===== config.mk =====
export PLATFORM = sky130hd
export DESIGN_NAME = moving_average_or_exponential_filter_top
export DESIGN_NICKNAME = d
export VERILOG_FILES = /design/src/maef_pkg.sv /design/src/maef_cell.sv /design/src/maef_div.sv /design/src/moving_average_or_exponential_filter_top.sv
export VERILOG_INCLUDE_DIRS = /design/src /design/src/src
export SDC_FILE = /design/constraint.sdc
export NUM_CORES = 2
export LEC_CHECK = 0
export ABC_AREA = 1
export BUFFER_PORTS_ARGS = -buffer_cell sky130_fd_sc_hd__buf_2
export CORE_MARGIN = 10
export CORE_UTILIZATION = 40
export DETAILED_ROUTE_END_ITERATION = 10
export GPL_TIMING_DRIVEN = 0
export PLACE_DENSITY_LB_ADDON = 0.12
export SETUP_SLACK_MARGIN = 0.4
export SLEW_MARGIN = 20
export SYNTH_ARGS = -nofsm -noshare
export SYNTH_HDL_FRONTEND = slang
export SYNTH_SLANG_ARGS = --single-unit

===== constraint.sdc =====
create_clock -name clk -period 74 [get_ports clk]
set_input_delay 0 -clock clk [delete_from_list [all_inputs] [get_ports clk]]
set_output_delay 0 -clock clk [all_outputs]
set_load 0.1 [all_outputs]

===== src/moving_average_or_exponential_filter_top_defines.svh =====
// Assertion helpers for the filter top level.
// Both macros sample on clk and are disabled while rst is high.
`ifndef MOVING_AVERAGE_OR_EXPONENTIAL_FILTER_TOP_DEFINES_SVH
`define MOVING_AVERAGE_OR_EXPONENTIAL_FILTER_TOP_DEFINES_SVH

// Same-cycle implication
`define MAEF_ASSERT_NOW(lbl, ante, cons, msg) \
  lbl: assert property (@(posedge clk) disable iff (rst) (ante) |-> (cons)) \
    else $error(msg);

// Next-cycle implication
`define MAEF_ASSERT_NEXT(lbl, ante, cons, msg) \
  lbl: assert property (@(posedge clk) disable iff (rst) (ante) |=> (cons)) \
    else $error(msg);

`endif


===== src/maef_pkg.sv =====
`timescale 1ns / 1ps

package maef_pkg;

  // Default sizes
  localparam int WINDOW_MAX_DEF  = 64;
  localparam int SAMPLE_BITS_DEF = 16;

  // Register file layout
  localparam int CFG_IDX_W  = 2;
  localparam int CFG_DATA_W = 17;
  localparam int LEN_CFG_W  = 7;
  localparam int WEIGHT_W   = 17;

  localparam logic [CFG_IDX_W-1:0] REG_FILTER_MODE      = 2'd0;
  localparam logic [CFG_IDX_W-1:0] REG_WINDOW_LEN       = 2'd1;
  localparam logic [CFG_IDX_W-1:0] REG_SMOOTHING_WEIGHT = 2'd2;

  localparam logic MODE_MOVING_AVG = 1'b0;
  localparam logic MODE_EXP        = 1'b1;

  // Q1.16 weight
  localparam int WFRAC = 16;
  localparam logic [WEIGHT_W-1:0] WEIGHT_ONE = 17'h10000;

  typedef enum logic [2:0] {
    ST_IDLE,
    ST_SUM,
    ST_DIV_GO,
    ST_DIV_WAIT,
    ST_MUL,
    ST_ADD,
    ST_DONE
  } maef_state_t;

  // Delay-line cell controls: shift takes the newer neighbor, rot the older one
  typedef struct packed {
    logic shift;
    logic rot;
  } cell_ctrl_t;

  typedef struct packed {
    logic start;
  } div_ctrl_t;

  typedef struct packed {
    logic busy;
    logic done;
  } div_stat_t;

endpackage


===== src/maef_cell.sv =====
`timescale 1ns / 1ps

module maef_cell import maef_pkg::*; #(
  parameter int SAMPLE_BITS = SAMPLE_BITS_DEF
) (
  input  logic                          clk,
  input  cell_ctrl_t                    ctrl,
  input  logic signed [SAMPLE_BITS-1:0] shift_d,
  input  logic signed [SAMPLE_BITS-1:0] rot_d,
  output logic signed [SAMPLE_BITS-1:0] q
);

  // One delay-line slot: shift toward older on a new sample, rotate back while summing
  always_ff @(posedge clk) begin
    priority if (ctrl.shift) begin
      q <= shift_d;
    end else if (ctrl.rot) begin
      q <= rot_d;
    end
  end

endmodule


===== src/maef_div.sv =====
`timescale 1ns / 1ps

module maef_div import maef_pkg::*; #(
  parameter int DVD_W = 22,
  parameter int DVS_W = 7
) (
  input  logic             clk,
  input  logic             rst,
  input  div_ctrl_t        ctrl,
  input  logic [DVD_W-1:0] dividend,
  input  logic [DVS_W-1:0] divisor,
  output logic [DVD_W-1:0] quotient,
  output div_stat_t        stat
);

  localparam int CNT_W = $clog2(DVD_W + 1);

  logic [DVD_W-1:0] quo;
  logic [DVS_W-1:0] rem;
  logic [DVS_W-1:0] dvs;
  logic [CNT_W-1:0] cnt;
  logic             busy;
  logic             done;

  logic [DVS_W:0]   rem_sh;
  logic             ge;
  logic [DVS_W-1:0] rem_next;
  logic [DVD_W-1:0] quo_next;

  // One restoring step: bring down the next dividend bit, subtract if it fits
  always_comb begin
    rem_sh   = {rem, quo[DVD_W-1]};
    ge       = (rem_sh >= {1'b0, dvs});
    rem_next = ge ? DVS_W'(rem_sh - {1'b0, dvs}) : rem_sh[DVS_W-1:0];
    quo_next = {quo[DVD_W-2:0], ge};
  end

  // Control: count DVD_W steps, hold done until the next start
  always_ff @(posedge clk) begin
    if (rst) begin
      busy <= 1'b0;
      done <= 1'b0;
      cnt  <= '0;
    end else if (ctrl.start) begin
      busy <= 1'b1;
      done <= 1'b0;
      cnt  <= CNT_W'(DVD_W);
    end else if (busy) begin
      cnt <= cnt - 1'b1;
      if (cnt == CNT_W'(1)) begin
        busy <= 1'b0;
        done <= 1'b1;
      end
    end
  end

  // Datapath: quotient bits shift in where dividend bits leave
  always_ff @(posedge clk) begin
    if (ctrl.start) begin
      quo <= dividend;
      rem <= '0;
      dvs <= divisor;
    end else if (busy) begin
      quo <= quo_next;
      rem <= rem_next;
    end
  end

  assign quotient  = quo;
  assign stat.busy = busy;
  assign stat.done = done;

endmodule


===== src/moving_average_or_exponential_filter_top.sv =====
// Moving-average / exponential-smoothing filter for signed audio samples.
// Input channel: sample_in and first_sample, moved on in_valid with in_stall low.
// first_sample starts a new record; older samples then count as zero.
// Output channel: one sample_out beat per input beat, moved on out_valid with
// out_stall low. A finished result waits in the output register, so the next
// input beat is taken while the previous result is still stalled.
// Configuration: cfg_index / cfg_data written on cfg_valid (cfg_ready is
// always high); write only while the block is idle.
// Steps from input beat to output register:
//   moving average : the delay line of cells is rotated once around to sum
//                    the window, then a bit-serial divider runs one quotient
//                    bit per cycle.
//   exponential    : multiply, add, then load; a record start goes straight to load.
// One item is in flight at a time; the next beat is taken once the result has
// entered the output register and the machine is back in idle.
// Reset clears the record, the previous output and the registers
// (mode 0, window 1, weight 0); the first beat after reset starts a record.
`timescale 1ns / 1ps
`include "moving_average_or_exponential_filter_top_defines.svh"

module moving_average_or_exponential_filter_top import maef_pkg::*; #(
  parameter int WINDOW_MAX  = WINDOW_MAX_DEF,
  parameter int SAMPLE_BITS = SAMPLE_BITS_DEF
) (
  input  logic                          clk,
  input  logic                          rst,
  // input channel
  input  logic                          in_valid,
  output logic                          in_stall,
  input  logic signed [SAMPLE_BITS-1:0] sample_in,
  input  logic                          first_sample,
  // output channel
  output logic                          out_valid,
  input  logic                          out_stall,
  output logic signed [SAMPLE_BITS-1:0] sample_out,
  // configuration write channel
  input  logic                          cfg_valid,
  output logic                          cfg_ready,
  input  logic [CFG_IDX_W-1:0]          cfg_index,
  input  logic [CFG_DATA_W-1:0]         cfg_data
);

  localparam int LEN_W  = $clog2(WINDOW_MAX + 1);
  localparam int CNT_W  = $clog2(WINDOW_MAX);
  localparam int SUM_W  = SAMPLE_BITS + CNT_W;
  localparam int PROD_W = SAMPLE_BITS + 18;

  maef_state_t state, state_next;

  // configuration registers
  logic                 filter_mode;
  logic [LEN_CFG_W-1:0] window_len;
  logic [WEIGHT_W-1:0]  smoothing_weight;

  // record and datapath registers
  logic [LEN_W-1:0]              fill_cnt;
  logic [LEN_W-1:0]              n_cnt;
  logic [CNT_W-1:0]              k_cnt;
  logic signed [SUM_W-1:0]       acc;
  logic signed [SAMPLE_BITS-1:0] prev_output;
  logic signed [SAMPLE_BITS-1:0] result;
  logic signed [PROD_W-1:0]      p_old;
  logic signed [PROD_W-1:0]      p_new;

  // combinational helpers
  logic                   in_acc;
  logic                   out_free;
  logic [31:0]            len_wide;
  logic [LEN_W-1:0]       len_eff;
  logic [LEN_W-1:0]       fill_base;
  logic [LEN_W-1:0]       fill_new;
  logic [LEN_W-1:0]       n_new;
  logic                   starting;
  logic [WEIGHT_W-1:0]    w_eff;
  logic [WEIGHT_W-1:0]    w_rest;
  logic signed [17:0]     wa;
  logic signed [17:0]     wb;
  logic signed [PROD_W:0] esum;
  logic [SUM_W-1:0]       acc_mag;
  logic [SUM_W-1:0]       quo;
  logic [SUM_W-1:0]       quo_signed;

  cell_ctrl_t cell_ctrl;
  div_ctrl_t  div_ctrl;
  div_stat_t  div_stat;

  logic signed [SAMPLE_BITS-1:0] cell_q [WINDOW_MAX];

  assign in_acc   = in_valid && !in_stall;
  assign out_free = !out_valid || !out_stall;
  assign cfg_ready = 1'b1;

  // Configuration writes; unknown index is dropped
  always_ff @(posedge clk) begin
    if (rst) begin
      filter_mode      <= MODE_MOVING_AVG;
      window_len       <= LEN_CFG_W'(1);
      smoothing_weight <= '0;
    end else if (cfg_valid && cfg_ready) begin
      unique case (cfg_index)
        REG_FILTER_MODE:      filter_mode      <= cfg_data[0];
        REG_WINDOW_LEN:       window_len       <= cfg_data[LEN_CFG_W-1:0];
        REG_SMOOTHING_WEIGHT: smoothing_weight <= cfg_data[WEIGHT_W-1:0];
        default: ;
      endcase
    end
  end

  // Effective window: zero reads as one, oversized clamps to the line length
  always_comb begin
    len_wide = 32'(window_len);
    if (len_wide == 32'd0) begin
      len_wide = 32'd1;
    end else if (len_wide > 32'(WINDOW_MAX)) begin
      len_wide = 32'(WINDOW_MAX);
    end
    len_eff = LEN_W'(len_wide);
  end

  // Record bookkeeping for the beat being taken
  always_comb begin
    fill_base = first_sample ? '0 : fill_cnt;
    starting  = (fill_base == '0);
    fill_new  = (fill_base == LEN_W'(WINDOW_MAX)) ? fill_base : fill_base + 1'b1;
    n_new     = (fill_new < len_eff) ? fill_new : len_eff;
  end

  // Weight saturates at 1.0
  always_comb begin
    w_eff  = (smoothing_weight > WEIGHT_ONE) ? WEIGHT_ONE : smoothing_weight;
    w_rest = WEIGHT_ONE - w_eff;
    wa     = $signed({1'b0, w_rest});
    wb     = $signed({1'b0, w_eff});
    esum   = (PROD_W + 1)'(p_old) + (PROD_W + 1)'(p_new);
  end

  // Divider operands and signed quotient (truncation toward zero)
  always_comb begin
    acc_mag    = acc[SUM_W-1] ? SUM_W'(-acc) : SUM_W'(acc);
    quo_signed = acc[SUM_W-1] ? SUM_W'(-quo) : quo;
  end

  // Delay line: row of cells, newest sample in cell 0
  for (genvar i = 0; i < WINDOW_MAX; i++) begin : gen_cell
    logic signed [SAMPLE_BITS-1:0] shift_d;
    logic signed [SAMPLE_BITS-1:0] rot_d;

    if (i == 0) begin : gen_head
      assign shift_d = sample_in;
    end else begin : gen_body
      assign shift_d = cell_q[i-1];
    end

    if (i == WINDOW_MAX - 1) begin : gen_tail
      assign rot_d = cell_q[0];
    end else begin : gen_mid
      assign rot_d = cell_q[i+1];
    end

    maef_cell #(
      .SAMPLE_BITS(SAMPLE_BITS)
    ) u_cell (
      .clk    (clk),
      .ctrl   (cell_ctrl),
      .shift_d(shift_d),
      .rot_d  (rot_d),
      .q      (cell_q[i])
    );
  end

  maef_div #(
    .DVD_W(SUM_W),
    .DVS_W(LEN_W)
  ) u_div (
    .clk     (clk),
    .rst     (rst),
    .ctrl    (div_ctrl),
    .dividend(acc_mag),
    .divisor (len_eff),
    .quotient(quo),
    .stat    (div_stat)
  );

  // Next state
  always_comb begin
    state_next = state;
    unique case (state)
      ST_IDLE: begin
        if (in_acc) begin
          if (filter_mode == MODE_EXP) begin
            state_next = starting ? ST_DONE : ST_MUL;
          end else begin
            state_next = ST_SUM;
          end
        end
      end
      ST_SUM: begin
        if (k_cnt == CNT_W'(WINDOW_MAX - 1)) begin
          state_next = ST_DIV_GO;
        end
      end
      ST_DIV_GO:   state_next = ST_DIV_WAIT;
      ST_DIV_WAIT: begin
        if (div_stat.done) begin
          state_next = ST_DONE;
        end
      end
      ST_MUL:  state_next = ST_ADD;
      ST_ADD:  state_next = ST_DONE;
      ST_DONE: begin
        if (out_free) begin
          state_next = ST_IDLE;
        end
      end
      default: state_next = ST_IDLE;
    endcase
  end

  // Control outputs
  always_comb begin
    in_stall        = (state != ST_IDLE);
    cell_ctrl.shift = in_acc;
    cell_ctrl.rot   = (state == ST_SUM);
    div_ctrl.start  = (state == ST_DIV_GO);
  end

  // State and record control
  always_ff @(posedge clk) begin
    if (rst) begin
      state       <= ST_IDLE;
      fill_cnt    <= '0;
      n_cnt       <= '0;
      k_cnt       <= '0;
      prev_output <= '0;
    end else begin
      state <= state_next;
      if (in_acc) begin
        fill_cnt <= fill_new;
        n_cnt    <= n_new;
        k_cnt    <= '0;
      end else if (state == ST_SUM) begin
        k_cnt <= k_cnt + 1'b1;
      end
      if (state == ST_DONE && out_free) begin
        prev_output <= result;
      end
    end
  end

  // Arithmetic datapath
  always_ff @(posedge clk) begin
    if (in_acc) begin
      acc    <= '0;
      result <= sample_in;
    end else begin
      unique case (state)
        ST_SUM: begin
          if (LEN_W'(k_cnt) < n_cnt) begin
            acc <= acc + SUM_W'(cell_q[0]);
          end
        end
        ST_DIV_WAIT: begin
          if (div_stat.done) begin
            result <= quo_signed[SAMPLE_BITS-1:0];
          end
        end
        ST_MUL: begin
          p_old <= PROD_W'(wa) * PROD_W'(prev_output);
          p_new <= PROD_W'(wb) * PROD_W'(cell_q[0]);
        end
        ST_ADD: begin
          result <= esum[WFRAC +: SAMPLE_BITS];
        end
        default: ;
      endcase
    end
  end

  // Output register
  always_ff @(posedge clk) begin
    if (rst) begin
      out_valid <= 1'b0;
    end else if (state == ST_DONE && out_free) begin
      out_valid <= 1'b1;
    end else if (!out_stall) begin
      out_valid <= 1'b0;
    end
  end

  always_ff @(posedge clk) begin
    if (state == ST_DONE && out_free) begin
      sample_out <= result;
    end
  end

  // Checks
  `MAEF_ASSERT_NEXT(a_one_in_flight, in_valid && !in_stall, in_stall, "beat taken while busy")
  `MAEF_ASSERT_NOW(a_out_from_done, $rose(out_valid), $past(state) == ST_DONE, "result without finish")
  `MAEF_ASSERT_NOW(a_sum_count, state == ST_SUM, (n_cnt != '0) && (n_cnt <= len_eff), "bad window count")

endmodule


==> impl_metrics.env <==
export IMPL_p_seq_frac=0.437
export IMPL_min_period_ps=9950
export IMPL_slew_viol_final=0
export IMPL_tns_ps=0
export IMPL_area_growth_pct=12.4
export IMPL_synth_xor_area_frac=0.0121
export IMPL_crit_type="reg -> reg"
export IMPL_startpoint_type="flop"
export IMPL_num_antenna_cells=0
export IMPL_grt_max_degree=59
export IMPL_drive_above_1_share=0.0407
export IMPL_synth_top_family_by_area="simple AND/OR/NAND/NOR gates"
export IMPL_synth_area_per_cell_um2=8.99
export IMPL_wirelength_um=205000
export IMPL_place_inst=10836
export IMPL_ant_nets=0
export IMPL_hpwl_um=159000
export IMPL_htree_levels=4
export IMPL_netlist_instances=8272
export IMPL_std_cell_rows=158
export IMPL_cap_violations=0
export IMPL_cts_num_sinks=1250
export IMPL_ioPinCount=60
export IMPL_synth_compound_area_frac=0.0415
export IMPL_synthMuxAreaShare=0
export IMPL_cts_setup_buffers=0
export IMPL_synth_nets=9034
export IMPL_cts_repair_resized=0
export IMPL_core_region_area_mm2=0.185
export IMPL_cp_common_cell="nand2_1"
export IMPL_hold_class="in -> reg"
export IMPL_cpMaxStageDelayCell="clkinv_1"
export IMPL_cts_buffers=145
export IMPL_first_global_vias=55488
export IMPL_die_x_um=451
export IMPL_fin_skew_ps=31.3
export IMPL_switching_share=0.393
export IMPL_grt_use_total=0.199
export IMPL_overflow=0
export IMPL_via_count=54958
export IMPL_ir_worst_vdd_mv=0.0239
export IMPL_power_net_switching_w=0.00135
export IMPL_synth_simple_area_share=0.230
export IMPL_max_freq_ghz=0.100
export IMPL_yosysSeqAreaShare=0.491
export IMPL_die_area_mm2=0.204
export IMPL_grt_pass1_wl_um=320000
export IMPL_die_h_um=451
export IMPL_yosysWarnings=0
export IMPL_drc=0
export IMPL_ys_seq_elements=1250
export IMPL_synth_edf_count=1149
export IMPL_cp_arrival_ps=10480
export IMPL_worstPathRequired_ps=74530
export IMPL_insertion_delay_ps=790
export IMPL_tightest_slew_ps=1180
export IMPL_start_util=0.401
export IMPL_antenna_found_initial=6
export IMPL_clockBufferDepth=3
export IMPL_rsz0062_at_grt="no"
export IMPL_cts_hold_buffers_added=64
export IMPL_port_buffers=57
export IMPL_synth_area_mm2=0.0744
export IMPL_viasPerCell=4.93
export IMPL_clock_power_share=0.201
export IMPL_fin_crit_sh=0.134
export IMPL_synth_adder_area_share=0.164
export IMPL_ys_async_sr_fraction=0
export IMPL_leakage_nw=38.5
export IMPL_post_synth_num_cell_types=57
export IMPL_finalHoldViolCount=0
export IMPL_gp_congestion=0.908
export IMPL_cpPeakStageDelay_ps=790
export IMPL_crit_fanout=10
export IMPL_slew_headroom=0.216
export IMPL_nNetsFinal=9329
export IMPL_intPower_w=0.00208
export IMPL_clk_pin_slew_worst_paths_ps=60
export IMPL_routedWlPerCell_um=18.4
export IMPL_p_per_area_mw_per_mm2=41.1
export IMPL_ys_flop_type="edfxtp_1"
export IMPL_outcome="finished, final reports clean"
export IMPL_combPwrFrac=0.362
export IMPL_finalSetupViolCount=0
export IMPL_stdcell_count=11156
export IMPL_cts_tree="built"
export IMPL_drt_iter0_markers=4372
export IMPL_root_buffer="clkbuf_16"
export IMPL_crit_path_end_kind="flop"
export IMPL_dr_pass1_iters=8
[cell usage after synthesis, types with 17 or more instances]
cell      count  area share
a21o_1       17      0.0017
nor3_1       40      0.0027
inv_1       854       0.043
nand4_1      25      0.0021
nor2_1      455       0.023
dfxtp_1     101       0.027
nand3_1     143      0.0096
fa_1        418        0.11
xnor2_1      32      0.0038
edfxtp_1   1149        0.46
ha_1        303       0.051
nand2_1    3704        0.19
xor2_1       69      0.0081
o21ai_0     255       0.017
clkbuf_1    307       0.015
a21oi_1     210       0.014
[worst max-delay path, delay by kind of cell, from the launching register on]
family | cells | cell delay, ps
AOI/OAI and AO/OA | 3 | 690
xor gates and xnor gates | 1 | 170
adders and majority gates | 8 | 3980
buffers and inverters | 9 | 1680
DFF | 1 | 350
and+or+nand+nor | 17 | 2810
[cells in the final DEF, fill, tap and decap left out, types with 10 or more instances in the layout]
cell type,count
o211ai_1,16
dfxtp_1,101
buf_12,12
inv_2,11
o21ai_0,255
clkinv_2,16
xnor2_1,32
nand2_1,3703
o21bai_1,14
xor2_1,69
buf_2,67
nand2_2,10
a31oi_1,10
ha_1,303
clkbuf_1,344
nand3_1,143
nand4_1,25
nor3_1,39
buf_16,13
edfxtp_1,1149
nor2_1,454
a21o_1,17
clkinv_1,44
clkbuf_16,148
a21oi_1,209
fa_1,418
dlygate4sd3_1,64
or2_2,13
inv_1,854
[power by group through the flow]
stage / clock network, W / logic [W] / registers [W]
finish: 0.000691 / 0.00124 / 0.00150
global route: 0.000735 / 0.00142 / 0.00154
CTS: 0.000709 / 0.00126 / 0.00150
detailed placement: 0 / 0.00124 / 0.00151
global placement: 0 / 0.00119 / 0.00196
floorplan: 0 / 0.000850 / 0.00174
[layer usage]
layer / vias up / share of wire / GRT usage / wire length, um
met3: 311 / 0.054 / 0.0279 / 11000
met4: 0 / 0.034 / 0.0650 / 6910
met1: 26336 / 0.47 / 0.289 / 97500
met2: 1449 / 0.44 / 0.307 / 89900
met5: - / 0 / 0 / 0
li1: 26862 / - / - / -
[final timing paths]
path	slack, ps	depth (start not counted)	start	end
setup / recovery	64050	38	smoothing_weight[5]$_SDFFE_PP0P_	p_old[22]$_DFFE_PP_
hold / removal	100	4	cfg_data[5]	smoothing_weight[5]$_SDFFE_PP0P_
setup reg to reg	64050	38	smoothing_weight[5]$_SDFFE_PP0P_	p_old[22]$_DFFE_PP_
hold reg to reg	440	0	result[13]$_DFFE_PP_	sample_out[13]$_DFFE_PP_
[cells by family after synthesis]
| group | count (synthesis) |
|---|---|
| fa+ha+maj | 721 |
| compound gates | 565 |
| simple gates | 4423 |
| buf+inv | 1210 |
| flops | 1250 |
| xor+xnor | 102 |
| other cells | 1 |
[per-stage QoR]
stage	util	hold WS, ps	instance area (um2)	setup WS [ps]	total power (W)
floorplan	-	126	74400	48950	0.00259
global placement	0.420	297	77700	36150	0.00315
detailed placement	0.423	331	78400	64330	0.00275
CTS	0.451	37.4	83500	64300	0.00346
global route	0.451	94.7	83500	63850	0.00370
finish	0.451	105	83500	64050	0.00343
[flip-flops by register name (all words and copies together), names as in the netlist, 16 cells and up]
name               flops
u_div.quotient        22
smoothing_weight      17
result                16
prev_output           16
acc                   22
gen_cell.u_cell.q   1024
p_old                 32
sample_out            16
p_new                 32
[cell type report]
class | count | area (um2)
fill | 18315 | 102000
clock buffer | 188 | 3870
timing repair buffer | 148 | 1540
buffer | 330 | 1280
tap | 2480 | 3100
multi-input combinational | 5812 | 33300
inverter | 880 | 3310
sequential | 1250 | 36500
clock inverter | 68 | 638
Note: power is estimated with default switching activity, not from simulation.
